**src/rtl/core/dsoe_pkg.sv**
```systemverilog
// ----------------------------------------------------------------------------
// dsoe_pkg
// Codes, path tables and object identifier tables for the signed-data digest
// algorithm extractor.
// ----------------------------------------------------------------------------
package dsoe_pkg;

  localparam logic [1:0] ST_OK          = 2'd0;
  localparam logic [1:0] ST_MALFORMED   = 2'd1;
  localparam logic [1:0] ST_UNSUPPORTED = 2'd2;

  localparam logic [2:0] PH_TAG  = 3'd0;
  localparam logic [2:0] PH_LEN  = 3'd1;
  localparam logic [2:0] PH_LONG = 3'd2;
  localparam logic [2:0] PH_BODY = 3'd3;

  localparam logic [1:0] ACT_ENTER = 2'd0;
  localparam logic [1:0] ACT_SKIP  = 2'd1;
  localparam logic [1:0] ACT_OID   = 2'd2;

  localparam logic [3:0] LAST_STEP = 4'd13;

  localparam int OID_COUNT   = 6;
  localparam int OID_MAX_LEN = 10;

  localparam logic [7:0] TAG_SEQ     = 8'h30;
  localparam logic [7:0] TAG_CTX0    = 8'hA0;
  localparam logic [7:0] TAG_OID     = 8'h06;
  localparam logic [7:0] TAG_INT     = 8'h02;
  localparam logic [7:0] TAG_SET     = 8'h31;
  localparam logic [7:0] TAG_UNUSED  = 8'h00;

  // signedData, indirect data, sha-1, sha-256, sha-384, sha-512
  localparam logic [7:0] OID_BYTES [OID_COUNT][OID_MAX_LEN] = '{
    '{8'h2A, 8'h86, 8'h48, 8'h86, 8'hF7, 8'h0D, 8'h01, 8'h07, 8'h02, 8'h00},
    '{8'h2B, 8'h06, 8'h01, 8'h04, 8'h01, 8'h82, 8'h37, 8'h02, 8'h01, 8'h04},
    '{8'h2B, 8'h0E, 8'h03, 8'h02, 8'h1A, 8'h00, 8'h00, 8'h00, 8'h00, 8'h00},
    '{8'h60, 8'h86, 8'h48, 8'h01, 8'h65, 8'h03, 8'h04, 8'h02, 8'h01, 8'h00},
    '{8'h60, 8'h86, 8'h48, 8'h01, 8'h65, 8'h03, 8'h04, 8'h02, 8'h02, 8'h00},
    '{8'h60, 8'h86, 8'h48, 8'h01, 8'h65, 8'h03, 8'h04, 8'h02, 8'h03, 8'h00}
  };

  localparam logic [3:0] OID_LENS [OID_COUNT] = '{4'd9, 4'd10, 4'd5, 4'd9, 4'd9, 4'd9};

  typedef struct packed {
    logic [OID_COUNT-1:0] len_mask;
    logic [OID_COUNT-1:0] body_mask;
  } oid_info_t;

  function automatic logic [7:0] step_tag(input logic [3:0] step);
    logic [7:0] t;
    case (step)
      4'd0, 4'd3, 4'd6, 4'd9, 4'd10, 4'd11, 4'd12: t = TAG_SEQ;
      4'd1, 4'd7, 4'd13:                           t = TAG_OID;
      4'd2, 4'd8:                                  t = TAG_CTX0;
      4'd4:                                        t = TAG_INT;
      4'd5:                                        t = TAG_SET;
      default:                                     t = TAG_UNUSED;
    endcase
    return t;
  endfunction

  function automatic logic [1:0] step_act(input logic [3:0] step);
    logic [1:0] a;
    case (step)
      4'd0, 4'd2, 4'd3, 4'd6, 4'd8, 4'd9, 4'd11, 4'd12: a = ACT_ENTER;
      4'd1, 4'd7, 4'd13:                                a = ACT_OID;
      default:                                          a = ACT_SKIP;
    endcase
    return a;
  endfunction

  function automatic logic [OID_COUNT-1:0] step_cands(input logic [3:0] step);
    logic [OID_COUNT-1:0] c;
    case (step)
      4'd1:    c = 6'h01;
      4'd7:    c = 6'h02;
      4'd13:   c = 6'h3C;
      default: c = 6'h00;
    endcase
    return c;
  endfunction

endpackage

```
**src/rtl/core/dsoe_oid_match.sv**
```systemverilog
// ----------------------------------------------------------------------------
// dsoe_oid_match
// Object identifier candidate filter: length match for the current path step
// and byte-by-byte body match against the known identifiers.
// ----------------------------------------------------------------------------
module dsoe_oid_match
  import dsoe_pkg::*;
(
  input  logic [3:0]           path_step,
  input  logic [31:0]          len,
  input  logic [3:0]           oid_offset,
  input  logic [7:0]           data_byte,
  input  logic [OID_COUNT-1:0] match_mask,
  output oid_info_t            info
);

  logic [OID_COUNT-1:0] cands;
  logic                 offset_ok;

  assign cands     = step_cands(path_step);
  assign offset_ok = (oid_offset < 4'(OID_MAX_LEN));

  always_comb begin
    info = '0;
    for (int k = 0; k < OID_COUNT; k++) begin
      info.len_mask[k]  = cands[k] && (len == {28'd0, OID_LENS[k]});
      info.body_mask[k] = match_mask[k] && offset_ok &&
                          (OID_BYTES[k][offset_ok ? oid_offset : 4'd0] == data_byte);
    end
  end

endmodule

```
**src/rtl/core/der_signeddata_digest_oid_extractor.sv**
```systemverilog
// ----------------------------------------------------------------------------
// der_signeddata_digest_oid_extractor
// Walks the signed-data structure one byte per request and reports the
// digest algorithm, or why the blob was rejected, once per blob.
// Result: deciding byte passes the input register, then the output register.
// Throughput: one byte per cycle while the output is not stalled; the per-byte
// state update is a single register stage fed by a one-entry input register.
// Reset: synchronous, clears the parse to the state before any blob, so a
// byte without first_byte set is rejected once.
// ----------------------------------------------------------------------------
module der_signeddata_digest_oid_extractor
  import dsoe_pkg::*;
#(
  parameter longint unsigned MAX_BLOB_BYTES = 64'd16777216
)(
  input  logic        clk,
  input  logic        rst,
  input  logic        in_valid,
  output logic        in_stall,
  input  logic [7:0]  data_byte,
  input  logic        first_byte,
  input  logic [23:0] blob_size,
  output logic        out_valid,
  input  logic        out_stall,
  output logic [1:0]  status,
  output logic [1:0]  hash_alg
);

  localparam int POS_W = (MAX_BLOB_BYTES < 64'd16777216) ?
                         $clog2(MAX_BLOB_BYTES + 64'd1) : 24;
  localparam logic [POS_W-1:0] MAX_POS = POS_W'(MAX_BLOB_BYTES);

  // input register
  logic        s1_valid;
  logic [7:0]  s1_byte;
  logic        s1_first;
  logic [23:0] s1_size;
  logic        advance;

  // parse state
  logic [3:0]           path_step;
  logic [2:0]           item_phase;
  logic [POS_W-1:0]     byte_position;
  logic [POS_W-1:0]     container_end;
  logic [POS_W-1:0]     item_end;
  logic [31:0]          length_accum;
  logic [3:0]           octets_left;
  logic [3:0]           oid_offset;
  logic [OID_COUNT-1:0] match_mask;
  logic                 decided;

  // state seen by the current byte, after a restart if any
  logic [3:0]           c_step;
  logic [2:0]           c_phase;
  logic [POS_W-1:0]     c_pos;
  logic [POS_W-1:0]     c_cend;
  logic [POS_W-1:0]     c_iend;
  logic [31:0]          c_accum;
  logic [3:0]           c_octets;
  logic [3:0]           c_off;
  logic [OID_COUNT-1:0] c_mask;
  logic                 c_decided;
  logic [POS_W-1:0]     cend_init;

  logic [3:0]           path_step_next;
  logic [2:0]           item_phase_next;
  logic [POS_W-1:0]     byte_position_next;
  logic [POS_W-1:0]     container_end_next;
  logic [POS_W-1:0]     item_end_next;
  logic [31:0]          length_accum_next;
  logic [3:0]           octets_left_next;
  logic [3:0]           oid_offset_next;
  logic [OID_COUNT-1:0] match_mask_next;
  logic                 decided_next;

  logic [POS_W-1:0] pos1;
  logic [POS_W-1:0] rem1;
  logic [31:0]      accum_new;
  logic [31:0]      len_sel;
  logic [1:0]       act;
  oid_info_t        oid_info;

  logic       res_valid;
  logic [1:0] res_status;
  logic [1:0] res_alg;

  assign advance  = s1_valid && (!out_valid || !out_stall);
  assign in_stall = s1_valid && !advance;

  assign cend_init = ({40'd0, s1_size} < MAX_BLOB_BYTES) ? s1_size[POS_W-1:0] : MAX_POS;

  assign c_step    = s1_first ? 4'd0 : path_step;
  assign c_phase   = s1_first ? PH_TAG : item_phase;
  assign c_pos     = s1_first ? '0 : byte_position;
  assign c_cend    = s1_first ? cend_init : container_end;
  assign c_iend    = s1_first ? '0 : item_end;
  assign c_accum   = s1_first ? 32'd0 : length_accum;
  assign c_octets  = s1_first ? 4'd0 : octets_left;
  assign c_off     = s1_first ? 4'd0 : oid_offset;
  assign c_mask    = s1_first ? '1 : match_mask;
  assign c_decided = s1_first ? 1'b0 : decided;

  assign pos1      = c_pos + POS_W'(1);
  assign rem1      = c_cend - pos1;
  assign accum_new = (c_accum > 32'h00FF_FFFF) ? 32'hFFFF_FFFF : {c_accum[23:0], s1_byte};
  assign len_sel   = (c_phase == PH_LEN) ? {24'd0, s1_byte} : accum_new;
  assign act       = step_act(c_step);

  dsoe_oid_match u_oid_match (
    .path_step  (c_step),
    .len        (len_sel),
    .oid_offset (c_off),
    .data_byte  (s1_byte),
    .match_mask (c_mask),
    .info       (oid_info)
  );

  always_comb begin
    logic fin_len;
    logic fin_oid;
    fin_len = 1'b0;
    fin_oid = 1'b0;
    path_step_next     = c_step;
    item_phase_next    = c_phase;
    byte_position_next = c_pos;
    container_end_next = c_cend;
    item_end_next      = c_iend;
    length_accum_next  = c_accum;
    octets_left_next   = c_octets;
    oid_offset_next    = c_off;
    match_mask_next    = c_mask;
    res_valid  = 1'b0;
    res_status = ST_OK;
    res_alg    = 2'd0;

    if (!c_decided) begin
      if ((c_phase == PH_TAG || c_phase == PH_LEN) && c_pos >= c_cend) begin
        res_valid  = 1'b1;
        res_status = ST_MALFORMED;
      end else begin
        case (c_phase)
          PH_TAG: begin
            if (c_step > LAST_STEP || s1_byte != step_tag(c_step)) begin
              res_valid  = 1'b1;
              res_status = ST_MALFORMED;
            end else begin
              byte_position_next = pos1;
              item_phase_next    = PH_LEN;
            end
          end
          PH_LEN: begin
            byte_position_next = pos1;
            if (!s1_byte[7]) begin
              fin_len = 1'b1;
            end else if (s1_byte[6:0] == 7'd0 || s1_byte[6:0] > 7'd8 ||
                         {25'd0, s1_byte[6:0]} > 32'(rem1)) begin
              res_valid  = 1'b1;
              res_status = ST_MALFORMED;
            end else begin
              octets_left_next  = s1_byte[3:0];
              length_accum_next = 32'd0;
              item_phase_next   = PH_LONG;
            end
          end
          PH_LONG: begin
            byte_position_next = pos1;
            length_accum_next  = accum_new;
            octets_left_next   = c_octets - 4'd1;
            if (c_octets == 4'd1) begin
              fin_len = 1'b1;
            end
          end
          PH_BODY: begin
            byte_position_next = pos1;
            if (act == ACT_OID) begin
              match_mask_next = oid_info.body_mask;
              oid_offset_next = c_off + 4'd1;
              if (pos1 >= c_iend) begin
                fin_oid = 1'b1;
              end
            end else if (pos1 >= c_iend) begin
              path_step_next  = c_step + 4'd1;
              item_phase_next = PH_TAG;
            end
          end
          default: begin
            res_valid  = 1'b1;
            res_status = ST_MALFORMED;
          end
        endcase

        if (fin_len) begin
          if (len_sel > 32'(rem1)) begin
            res_valid  = 1'b1;
            res_status = ST_MALFORMED;
          end else begin
            item_end_next = pos1 + len_sel[POS_W-1:0];
            case (act)
              ACT_ENTER: begin
                container_end_next = item_end_next;
                path_step_next     = c_step + 4'd1;
                item_phase_next    = PH_TAG;
              end
              ACT_SKIP: begin
                if (len_sel == 32'd0) begin
                  path_step_next  = c_step + 4'd1;
                  item_phase_next = PH_TAG;
                end else begin
                  item_phase_next = PH_BODY;
                end
              end
              default: begin
                if (oid_info.len_mask == '0) begin
                  res_valid  = 1'b1;
                  res_status = (c_step == LAST_STEP) ? ST_UNSUPPORTED : ST_MALFORMED;
                end else begin
                  match_mask_next = oid_info.len_mask;
                  oid_offset_next = 4'd0;
                  item_phase_next = PH_BODY;
                end
              end
            endcase
          end
        end

        if (fin_oid) begin
          res_valid = 1'b1;
          if (c_step == LAST_STEP) begin
            if (oid_info.body_mask[2]) begin
              res_alg = 2'd0;
            end else if (oid_info.body_mask[3]) begin
              res_alg = 2'd1;
            end else if (oid_info.body_mask[4]) begin
              res_alg = 2'd2;
            end else if (oid_info.body_mask[5]) begin
              res_alg = 2'd3;
            end else begin
              res_status = ST_UNSUPPORTED;
            end
          end else if ((oid_info.body_mask & step_cands(c_step)) != '0) begin
            res_valid       = 1'b0;
            path_step_next  = c_step + 4'd1;
            item_phase_next = PH_TAG;
          end else begin
            res_status = ST_MALFORMED;
          end
        end

        if (!res_valid && (item_phase_next == PH_TAG || item_phase_next == PH_LEN) &&
            byte_position_next >= container_end_next) begin
          res_valid  = 1'b1;
          res_status = ST_MALFORMED;
        end
      end
    end

    decided_next = c_decided || res_valid;
  end

  always_ff @(posedge clk) begin
    if (rst) begin
      s1_valid <= 1'b0;
    end else if (!in_stall) begin
      s1_valid <= in_valid;
    end
    if (in_valid && !in_stall) begin
      s1_byte  <= data_byte;
      s1_first <= first_byte;
      s1_size  <= blob_size;
    end
  end

  always_ff @(posedge clk) begin
    if (rst) begin
      path_step     <= 4'd0;
      item_phase    <= PH_TAG;
      byte_position <= '0;
      container_end <= '0;
      item_end      <= '0;
      length_accum  <= 32'd0;
      octets_left   <= 4'd0;
      oid_offset    <= 4'd0;
      match_mask    <= '1;
      decided       <= 1'b0;
    end else if (advance) begin
      path_step     <= path_step_next;
      item_phase    <= item_phase_next;
      byte_position <= byte_position_next;
      container_end <= container_end_next;
      item_end      <= item_end_next;
      length_accum  <= length_accum_next;
      octets_left   <= octets_left_next;
      oid_offset    <= oid_offset_next;
      match_mask    <= match_mask_next;
      decided       <= decided_next;
    end
  end

  always_ff @(posedge clk) begin
    if (rst) begin
      out_valid <= 1'b0;
    end else if (advance) begin
      out_valid <= res_valid;
    end else if (!out_stall) begin
      out_valid <= 1'b0;
    end
    if (advance && res_valid) begin
      status   <= res_status;
      hash_alg <= (res_status == ST_OK) ? res_alg : 2'd0;
    end
  end

  // hash algorithm only reported on success
  assert property (@(posedge clk) disable iff (rst)
    out_valid |-> (status == ST_OK || hash_alg == 2'd0))
    else $error("hash_alg set on a failed blob");

  assert property (@(posedge clk) disable iff (rst)
    out_valid |-> (status == ST_OK || status == ST_MALFORMED || status == ST_UNSUPPORTED))
    else $error("undefined status code");

  // one result per blob
  assert property (@(posedge clk) disable iff (rst)
    (advance && res_valid) |=> decided)
    else $error("result given without marking the blob decided");

  assert property (@(posedge clk) disable iff (rst)
    byte_position <= container_end)
    else $error("parse position past the container end");

endmodule

```
**config.mk**
```make
export PLATFORM = sky130hd
export DESIGN_NAME = der_signeddata_digest_oid_extractor
export DESIGN_NICKNAME = d
export VERILOG_FILES = /design/src/rtl/core/dsoe_pkg.sv /design/src/rtl/core/dsoe_oid_match.sv /design/src/rtl/core/der_signeddata_digest_oid_extractor.sv
export SDC_FILE = /design/constraint.sdc
export NUM_CORES = 1
export LEC_CHECK = 0
export ABC_AREA = 0
export BUFFER_PORTS_ARGS = -buffer_cell sky130_fd_sc_hd__buf_4
export CORE_AREA = 2 2 161 163
export DETAILED_ROUTE_END_ITERATION = 8
export DIE_AREA = 0 0 163 165
export PLACE_DENSITY_LB_ADDON = 0.12
export SYNTH_ARGS = -nofsm -noshare
export SYNTH_HDL_FRONTEND = slang
export SYNTH_SLANG_ARGS = --single-unit
```
**constraint.sdc**
```tcl
create_clock -name clk -period 13.93 [get_ports clk]
set_clock_uncertainty 0.15 [all_clocks]
set_input_delay 2.786 -clock clk [delete_from_list [all_inputs] [get_ports clk]]
set_output_delay 2.786 -clock clk [all_outputs]
set_load 0.01 [all_outputs]
```
Word level (Yosys, flattened, before mapping)
Memory sizes are Yosys's and may differ from the RTL's.
Index checks and enable logic that the tools add are counted.
Widths: inputs -> output; s select.

word-level totals
  register bits after elaboration = 165
  ROM bits = 896
  bits of input ports = 37
  word-level logic and storage cells = 275
  memories = 8

memories
  name             depth  bits a word  read ports  clocked after Yosys merged registers in  write ports  line                  source
  (no name shown)  16     8            1           0                                        0            dsoe_oid_match.sv:28  (OID_BYTES[k][offset_ok ? oid_offset : 4'd0] == data_byte);
  (no name shown)  16     8            1           0                                        0            dsoe_oid_match.sv:28
  (no name shown)  16     8            1           0                                        0            dsoe_oid_match.sv:28
  (no name shown)  16     8            1           0                                        0            dsoe_oid_match.sv:28
  (no name shown)  16     8            1           0                                        0            dsoe_oid_match.sv:28
  (no name shown)  16     8            1           0                                        0            dsoe_oid_match.sv:28
  2 more memories  n/a    n/a          n/a         n/a                                      n/a          n/a

cells by class
  $add $sub $neg = 6
  order comparisons = 10
  equal/unequal tests = 21
  muxes and demuxes = 157
  bitwise operators = 5
  reductions and logical operators = 50

operators by type and width
  kind                   number
  $mux 24                19
  $mux 32                7
  $mux 8                 15
  $mux 4                 27
  $mux 6                 13
  $ge 24x24->1           3
  $eq 32x4->1 const B    2
  $pmux 32 s2            1
  $eq 8x8->1             6
  $mux 3                 16
  $pmux 24 s2            1
  $mux 2                 18
  $eq 32x3->1 const B    1
  $gt 32x24->1           1
  $gt 32x24->1 const B   1
  $logic_not 32->1       1
  $mux 1                 31
  $logic_and 1x1->1      25
  $add 24x1->24 const B  1
  $add 24x24->24         1
  $gt 7x24->1            1
  $sub 24x24->24         1
  $pmux 6 s3             1
  $pmux 4 s2             2
  other kinds (34)       54

Longest topological paths before layout
Gate-level depths: netlist of run 1.

  word-level depth = 29
  gate-level depth with buffers = 54
  gate-level depth less buffers = 44

Modules after synthesis
Synthesis of run 1 repeated with hierarchy kept, for this count alone.

unflattened totals
  cell total of the unflattened synthesis = 2,038
  area total of the unflattened synthesis = 15,927.8 µm²

modules (own cells, without submodules)
  module                               instances  cells an instance  area an instance (µm²)  sequential area each (µm²)
  der_signeddata_digest_oid_extractor  1          1,880              14,858.0                3,673.5
  dsoe_oid_match                       1          158                1,069.8                 0.0

Worst setup path after synthesis of run 1
OpenSTA, ideal clock, no wires.

  kind = flip-flop to flip-flop
  start = register s1_first
  end = register status[0] (data pin)
  setup time = 0.264 ns
  arrival = 10.353 ns
  path slack = 3.163 ns
  stages on the path, launching flop included = 54
  path buffers = 11
  clock period less this slack = 10.767 ns
  cells stage by stage = edfxtp_1 > buf_4 > buf_6 > buf_6 > buf_2 > buf_1 > clkbuf_1 > buf_1 > clkbuf_1 > buf_1 > buf_1 > mux2i_1 > ha_1 > fa_1 > inv_1 > a21oi_1 > maj3_2 > maj3_2 > [18 not listed] > ha_1 > nand2b_1 > a21o_1 > a21o_1 > a21o_1 > a21o_1 > a21o_1 > a21o_1 > a21oi_1 > o31ai_1 > a21o_1 > a21oi_1 > o21ai_0 > a41oi_1 > a21oi_1 > or2_2 > a31oi_1 > a31oi_1

between the ends
  longest elaborated chain between the ends = 25
  elaborated cells between the ends (all ways) = 176

ends and longest elaborated chain
  element                                                 line                                        source
  start: declaration                                      der_signeddata_digest_oid_extractor.sv:36   logic s1_first;
  start signal: assignment                                der_signeddata_digest_oid_extractor.sv:268  s1_first <= first_byte;
  branches (longest 24 deep; another with $add 24x1->24)  n/a
  $mux 2 *                                                der_signeddata_digest_oid_extractor.sv:136  if (!c_decided) begin
  named net res_status[0]                                 der_signeddata_digest_oid_extractor.sv:84   logic [1:0] res_status;
  end signal: assignment                                  der_signeddata_digest_oid_extractor.sv:308  status <= res_status;
  end: declaration                                        der_signeddata_digest_oid_extractor.sv:25   output logic [1:0] status,

Mark *: on every way through the listed nets, which the timed path passes. The select of a mux whose other input is x is not followed.
A chain may end at the register's enable or synchronous reset.

Worst setup path in the final report of run 1
Ends and elaborated chain as after synthesis.

==> out/results.txt, run 1 <==
Endpoints failing hold: 0
CP max stage cell: or2_1
Pre-CTS WS: 3308 ps
Hold path depth: 2
Num rows: 58
Postcts setup bufs: 0
DIE AREA: 26900 µm²
Drt via density: 6.611
Global-route usage over all layers: 0.3591
Startpoint class of the critical path: register
Via count: 15070
Max cap viols: 0
Clock latency on the worst-skew pair: 450 ps
Core area: 25040 µm²
CTS tree: built
Routed WL: 48130 µm
Vias in the first global route: 14000
Pwr Density: 77.90 nW/µm²
Final WS setup: 3088 ps
Slowest stage delay, CP: 540 ps
Crit Path Class: reg2reg
CTS Buf Count: 17
Die Ht: 165 µm
Hold EP: container_end[8]
Worst Path Buf+Inv: 4
DP Wirelength: 34110 µm
Worst Hold Class: reg2reg
CP Max Fanout: 122
Register area share after synthesis: 0.2482
Worst Reg-to-Reg Cells: 45
Relative slew slack: 0.2133
R2R Setup Slk: 3090 ps
R2r endpoint: status[0]
CTS Buffer Depth: 2
YS warnings: 0
Arrival time of the worst setup path: 10880 ps
Syn Inst Count: 1959
Root Buffer: clkbuf_16
Cell family with most CP delay: compound AO/OA/AOI/OAI gates
Hold-fix buffers at CTS: 0
Area Growth Syn to Fin: 7.474%
Synthesized area per cell: 7.554 µm²
Most frequent cells in the layout: nor2_1, nand2_1, o21ai_0, dfxtp_1, a21oi_1
Yosys top cell by area: dfxtp_1
Die Wd: 163 µm
Fraction of registers with async set or reset after synthesis: 0
Syn Nets: 2112
Fillers: 2311
Setup violations, final: 0
Peak supply drop: 0.07213 mV
M1 WL: 19770 µm
H-tree depth: 4
Worst Max-Slew Pin Slew: 1147 ps
Synthesized area: 14800 µm²
Total negative slack: 0 ps
CP dominant cell by count: a21o_1
DRT iter0 DRCs: 2080
Fmax: 0.09223 GHz
Max-slew violation count: 0
Max Used Layer: met4
Grt ovf: 0
Status: finished, final reports clean
Minimum clock period: 10840 ps
Fin nets: 2090
Fin crit share: 0.7783
RSZ-0062 raised after global routing: false
Seq cells post-synth: 165
Buffers on Ports: 42
Post-synth EDFFs: 37
FF+latch area: 3674 µm²
DRC Markers: 0
Pleak: 6.363 nW
WL met3: 4656 µm
Largest net degree at the start of global routing: 123
Layout cells sized above 1: 0.07744
Distinct cells, synth: 96
Area contributors post-synth: dfxtp_1, ha_1, edfxtp_1, nor2_1, nand2_1
Commonest non-fill, non-tap cell in the layout: nor2_1
Main synth FF type: dfxtp_1
Wire length on met2: 21890 µm
Number of I/O pins: 43
Global-route wire length before repair: 75840 µm
Diodes inserted: 0
Area used by multi-input combinational logic: 10390 µm²
Antenna violations before repair: 0
GPL Wtd Cong: 0.9867
Post-route ant nets: 0
Starting density of the core: 0.5911
Synth top area share: 0.1731
Reg-to-reg startpoint: s1_first
PostCTS Resize Cnt: 0
Clock Sinks: 165
Clk pin slew, worst setup/hold paths: 80 ps
CP required: 13970 ps
Wire length per cell: 21.11 µm
Drt pass-1 iters: 6
Worst Setup End Kind: register
Hold_sp: container_end[8]
-- per-layer routing --
metal	GRT usage	vias to the layer above
met2	0.5977	804
met1	0.4667	7068
met5	0	-
met3	0.05902	140
met4	0.1392	0
li1	-	7062
-- how the worst max path moves through the flow --
stage          startpoint        end  slack [ps]  cells after the start
6_report         s1_first  status[0]        3090                     45
5_1_grt          s1_first  status[0]        2570                     45
2_1_floorplan    s1_first  status[0]        3160                     53
3_5_place_dp     s1_first  status[0]        3310                     45
3_3_place_gp     s1_first  status[0]        3550                     45
4_1_cts          s1_first  status[0]        3290                     45
-- layout make-up --
cell class | count | area share
multi-input cells | 1606 | 0.6534
flip-flops and latches | 165 | 0.2310
repair buffers | 69 | 0.03335
clock buffers | 21 | 0.03170
well taps | 330 | 0.02596
inverters | 78 | 0.01841
clock inverters | 11 | 0.006215
-- per-stage QoR --
step / cells / instance area [µm²] / hold WS (ps) / util / power, mW
floorplan: 1959 / 14800 / 279.4 / - / 0.6734
global placement: 2248 / 15300 / 289.4 / 0.6112 / 0.7375
detailed placement: 2248 / 15300 / 295.5 / 0.6112 / 0.7405
CTS: 2280 / 15910 / 304.3 / 0.6353 / 1.236
global route: 2280 / 15910 / 323.3 / 0.6353 / 1.278
finish: 2280 / 15910 / 305.0 / 0.6353 / 1.239
-- cells in the mapped netlist (22+ instances only) --
| cell type | instances |
|---|---|
| nor2_1 | 264 |
| nand2_1 | 211 |
| o21ai_0 | 138 |
| dfxtp_1 | 128 |
| a21oi_1 | 117 |
| ha_1 | 114 |
| xnor2_1 | 88 |
| clkbuf_1 | 85 |
| inv_1 | 73 |
| a22oi_1 | 50 |
| nor3_1 | 46 |
| nand3_1 | 42 |
| edfxtp_1 | 37 |
| nor2b_1 | 37 |
| o2bb2ai_1 | 36 |
| a21o_1 | 29 |
| nand4_1 | 29 |
| xor2_1 | 28 |
| mux2i_1 | 27 |
| a31oi_1 | 25 |
| o211ai_1 | 24 |
| a211oi_1 | 22 |
-- cell families (layout without fill, tap and decap cells) --
group / Yosys count / after routing / share of synthesized area
compound gates: 572 / 572 / 0.2556
xor+xnor: 120 / 120 / 0.07465
fa+ha+maj: 132 / 132 / 0.1103
buf+inv: 188 / 179 / 0.05157
flops: 165 / 165 / 0.2482
mux: 37 / 37 / 0.02604
simple gates: 745 / 745 / 0.2336
-- registers in the layout, indices dropped and copies added (netlist names) --
name,flops
s1_first,1
status,2
hash_alg,2
out_valid,1
match_mask,6
octets_left,4
item_phase,3
item_end,24
length_accum,32
byte_position,24
decided,1
cend_init,24
s1_byte,8
oid_offset,4
container_end,24
path_step,4
s1_valid,1
-- worst register-to-register path: cells and delay by family, from the launching register on --
kind,cells,cell delay [ps]
xor gates and xnor gates,1,240
adders and majority gates,7,2290
buffers and inverters,4,960
DFF,1,420
AOI/OAI and AO/OA,25,4750
and+or+nand+nor,8,1790
-- report_power, final --
group,total (mW),switching [mW],internal (mW)
logic,0.228,0.143,0.0845
registers,0.507,0.00749,0.500
clock network,0.504,0.236,0.268
total,1.24,0.387,0.852
Power figures use the tool's default switching activity.
==> run 2: changes to the inputs <==
--- a/config.mk
+++ b/config.mk
@@ -5,11 +5,11 @@
 export SDC_FILE = /design/constraint.sdc
 export NUM_CORES = 1
 export LEC_CHECK = 0
-export ABC_AREA = 0
+export ABC_AREA = 1
 export BUFFER_PORTS_ARGS = -buffer_cell sky130_fd_sc_hd__buf_4
-export CORE_AREA = 2 2 161 163
+export CORE_AREA = 2 2 173 175
 export DETAILED_ROUTE_END_ITERATION = 8
-export DIE_AREA = 0 0 163 165
+export DIE_AREA = 0 0 175 177
 export PLACE_DENSITY_LB_ADDON = 0.12
 export SYNTH_ARGS = -nofsm -noshare
 export SYNTH_HDL_FRONTEND = slang
==> constraint.sdc (replaced) <==
create_clock -name clk -period 9.2 [get_ports clk]
set_clock_uncertainty 0.15 [all_clocks]
set_input_delay 1.84 -clock clk [delete_from_list [all_inputs] [get_ports clk]]
set_output_delay 1.84 -clock clk [all_outputs]
set_load 0.01 [all_outputs]
==> run 2 against run 1 <==
Sequential cell count stayed put. Sequential share of layout area down 2.8 points. Design area rose by 14%. Power grew 91%.
==> out/results.txt, run 2 <==
Max-slew violation count: 0
Die Ht: 177 µm
CTS Buf Count: 17
Via count: 19450
Smallest hold slack: 316.2 ps
CTS tree: built
Minimum clock period: 8634 ps
Logic pwr share: 0.342
Yosys top cell by area: nand2_1
Arrival time of the worst setup path: 8700 ps
Fraction of registers with async set or reset after synthesis: 0
Max cap viols: 0
Status: finished, final reports clean
Drt pass-1 iters: 6
Worst Reg-to-Reg Cells: 48
Post-synthesis mux area share: 0.0005889
Drt via density: 6.160
Core area: 29240 µm²
Global-route usage over all layers: 0.3978
Seq cells post-synth: 165
Register area share after synthesis: 0.2161
DP Wirelength: 47400 µm
Peak supply drop: 0.1417 mV
Routed WL: 61780 µm
Reg-to-reg startpoint: s1_first
Syn Nets: 2930
Largest net degree at the start of global routing: 83
R2r endpoint: status[1]
Switching Share: 0.3997
Fin util: 0.6180
CP required: 9270 ps
Root Buffer: clkbuf_16
DRT iter0 DRCs: 2454
Crit Path Class: reg2reg
GPL Wtd Cong: 1.060
Pleak: 8.409 nW
Hold path depth: 2
R2R Setup Slk: 570 ps
Postcts setup bufs: 0
Total negative slack: 0 ps
RSZ-0062 raised after global routing: false
Synthesized area: 17000 µm²
Final instance area: 18070 µm²
Fin nets: 2908
Main synth FF type: dfxtp_1
CP max stage cell: buf_4
Switching power total: 0.9462 mW
Global-route wire length before repair: 96290 µm
DRC Markers: 0
Part of the power in registers: 0.340
Starting density of the core: 0.5812
Top reg by flops: length_accum
Fillers: 2906
Worst Max-Slew Pin Slew: 1203 ps
Final total power: 2.367 mW
Area contributors post-synth: nand2_1, dfxtp_1, ha_1, inv_1, a21oi_1
Die Wd: 175 µm
Pre-CTS WS: 823.3 ps
Area Growth Syn to Fin: 6.331%
Setup violations, final: 0
Most frequent cells in the layout: nand2_1, inv_1, a21oi_1, o21ai_0, nor2_1
Hold-fix buffers at CTS: 0
Final WS setup: 566.1 ps
Main combinational cell family by area after synthesis: simple AND/OR/NAND/NOR gates
Final non-filler cell total: 3158
Fin crit share: 0.9385
PostCTS Resize Cnt: 0
Post-Synth Adder-Cell Area: 0.08628
Worst Hold Class: reg2reg
Synth Area in Compound Gates: 0.2289
YS warnings: 0
P_int: 1.421 mW
Worst Setup End Kind: register
Commonest non-fill, non-tap cell in the layout: nand2_1
Syn Inst Count: 2777
CP Max Fanout: 43
Wire length per cell: 19.56 µm
Startpoint class of the critical path: register
Hold_sp: match_mask[4]
Relative slew slack: 0.1972
Distinct cells, synth: 69
Number of I/O pins: 43
Fmax: 0.1158 GHz
Synth top cells by count: nand2_1, inv_1, a21oi_1
Post-route ant nets: 0
XOR/XNOR Fraction of Synth Area: 0.02724
Vias in the first global route: 17590
Clk pwr share: 0.318
Layout cells sized above 1: 0.09068
Synthesized area per cell: 6.120 µm²
Placed Cells: 3126
Antenna violations before repair: 1
H-tree depth: 4
Top-count cell post-synth: nand2_1
Clock latency on the worst-skew pair: 470 ps
Post-synth EDFFs: 37
Placed instance area: 17490 µm²
Synth top area share: 0.1555
Post-synthesis simple-gate area fraction: 0.3295
Clk pin slew, worst setup/hold paths: 70 ps
Clock Sinks: 165
Number of flip-flops in the largest register: 32
CP dominant cell by count: nand2_1
DIE AREA: 30980 µm²
Num rows: 63
Pwr Density: 131.0 nW/µm²
Endpoints failing hold: 0
Hold EP: match_mask[4]
CTS Buffer Depth: 2
Grt ovf: 0
Diodes inserted: 0
Buffers on Ports: 42
Slowest stage delay, CP: 560 ps
## run 2: routing by layer
layer / share of wire / track usage / vias up
li1: - / - / 9193
met1: 0.41 / 0.5459 / 8943
met2: 0.43 / 0.6112 / 1147
met3: 0.12 / 0.07775 / 169
met4: 0.037 / 0.1622 / 2
met5: 0.00081 / 0.01442 / -
## run 2: worst max path at each step
stage               depth (start not counted)  slack (ps)  startpoint        end
global placement                           51        1030    s1_first  status[0]
CTS                                        48         780    s1_first  status[1]
detailed placement                         49         820    s1_first  status[1]
finish                                     48         570    s1_first  status[1]
floorplan                                  57        1250    s1_first  status[0]
global route                               51           3    s1_first  status[1]
## run 2: power by group through the flow
stage | combinational, mW | clock, mW | sequential [mW]
after floorplan | 0.551 | 0 | 0.808
after global routing | 0.888 | 0.780 | 0.809
after detailed placement | 0.782 | 0 | 0.820
after global placement | 0.768 | 0 | 0.819
after CTS | 0.786 | 0.757 | 0.804
final | 0.809 | 0.753 | 0.806
## run 2: logic make-up after synthesis
logic type / after synthesis
buffers and inverters: 475
AND/OR/NAND/NOR: 1271
adder cells (fa/ha/maj): 116
flip-flops: 165
AO/OA/AOI/OAI: 697
multiplexers: 1
XOR/XNOR: 52
## run 2: cell type report
cell class,count,area (µm²),area share
multi-input cells,2137,11450,0.6337
clock inverters,11,112.6,0.006231
clock buffers,21,471.7,0.02610
inverters,370,1394,0.07713
flip-flops and latches,165,3674,0.2033
repair buffers,64,480.5,0.02659
well taps,390,488.0,0.02700
## run 2: critical path, delay by kind of cell (launching register included)
kind | cells | cell delay [ps]
flops | 1 | 390
compound gates | 17 | 3130
fa+ha+maj | 4 | 1260
simple gates | 21 | 2210
buf+inv | 6 | 1210
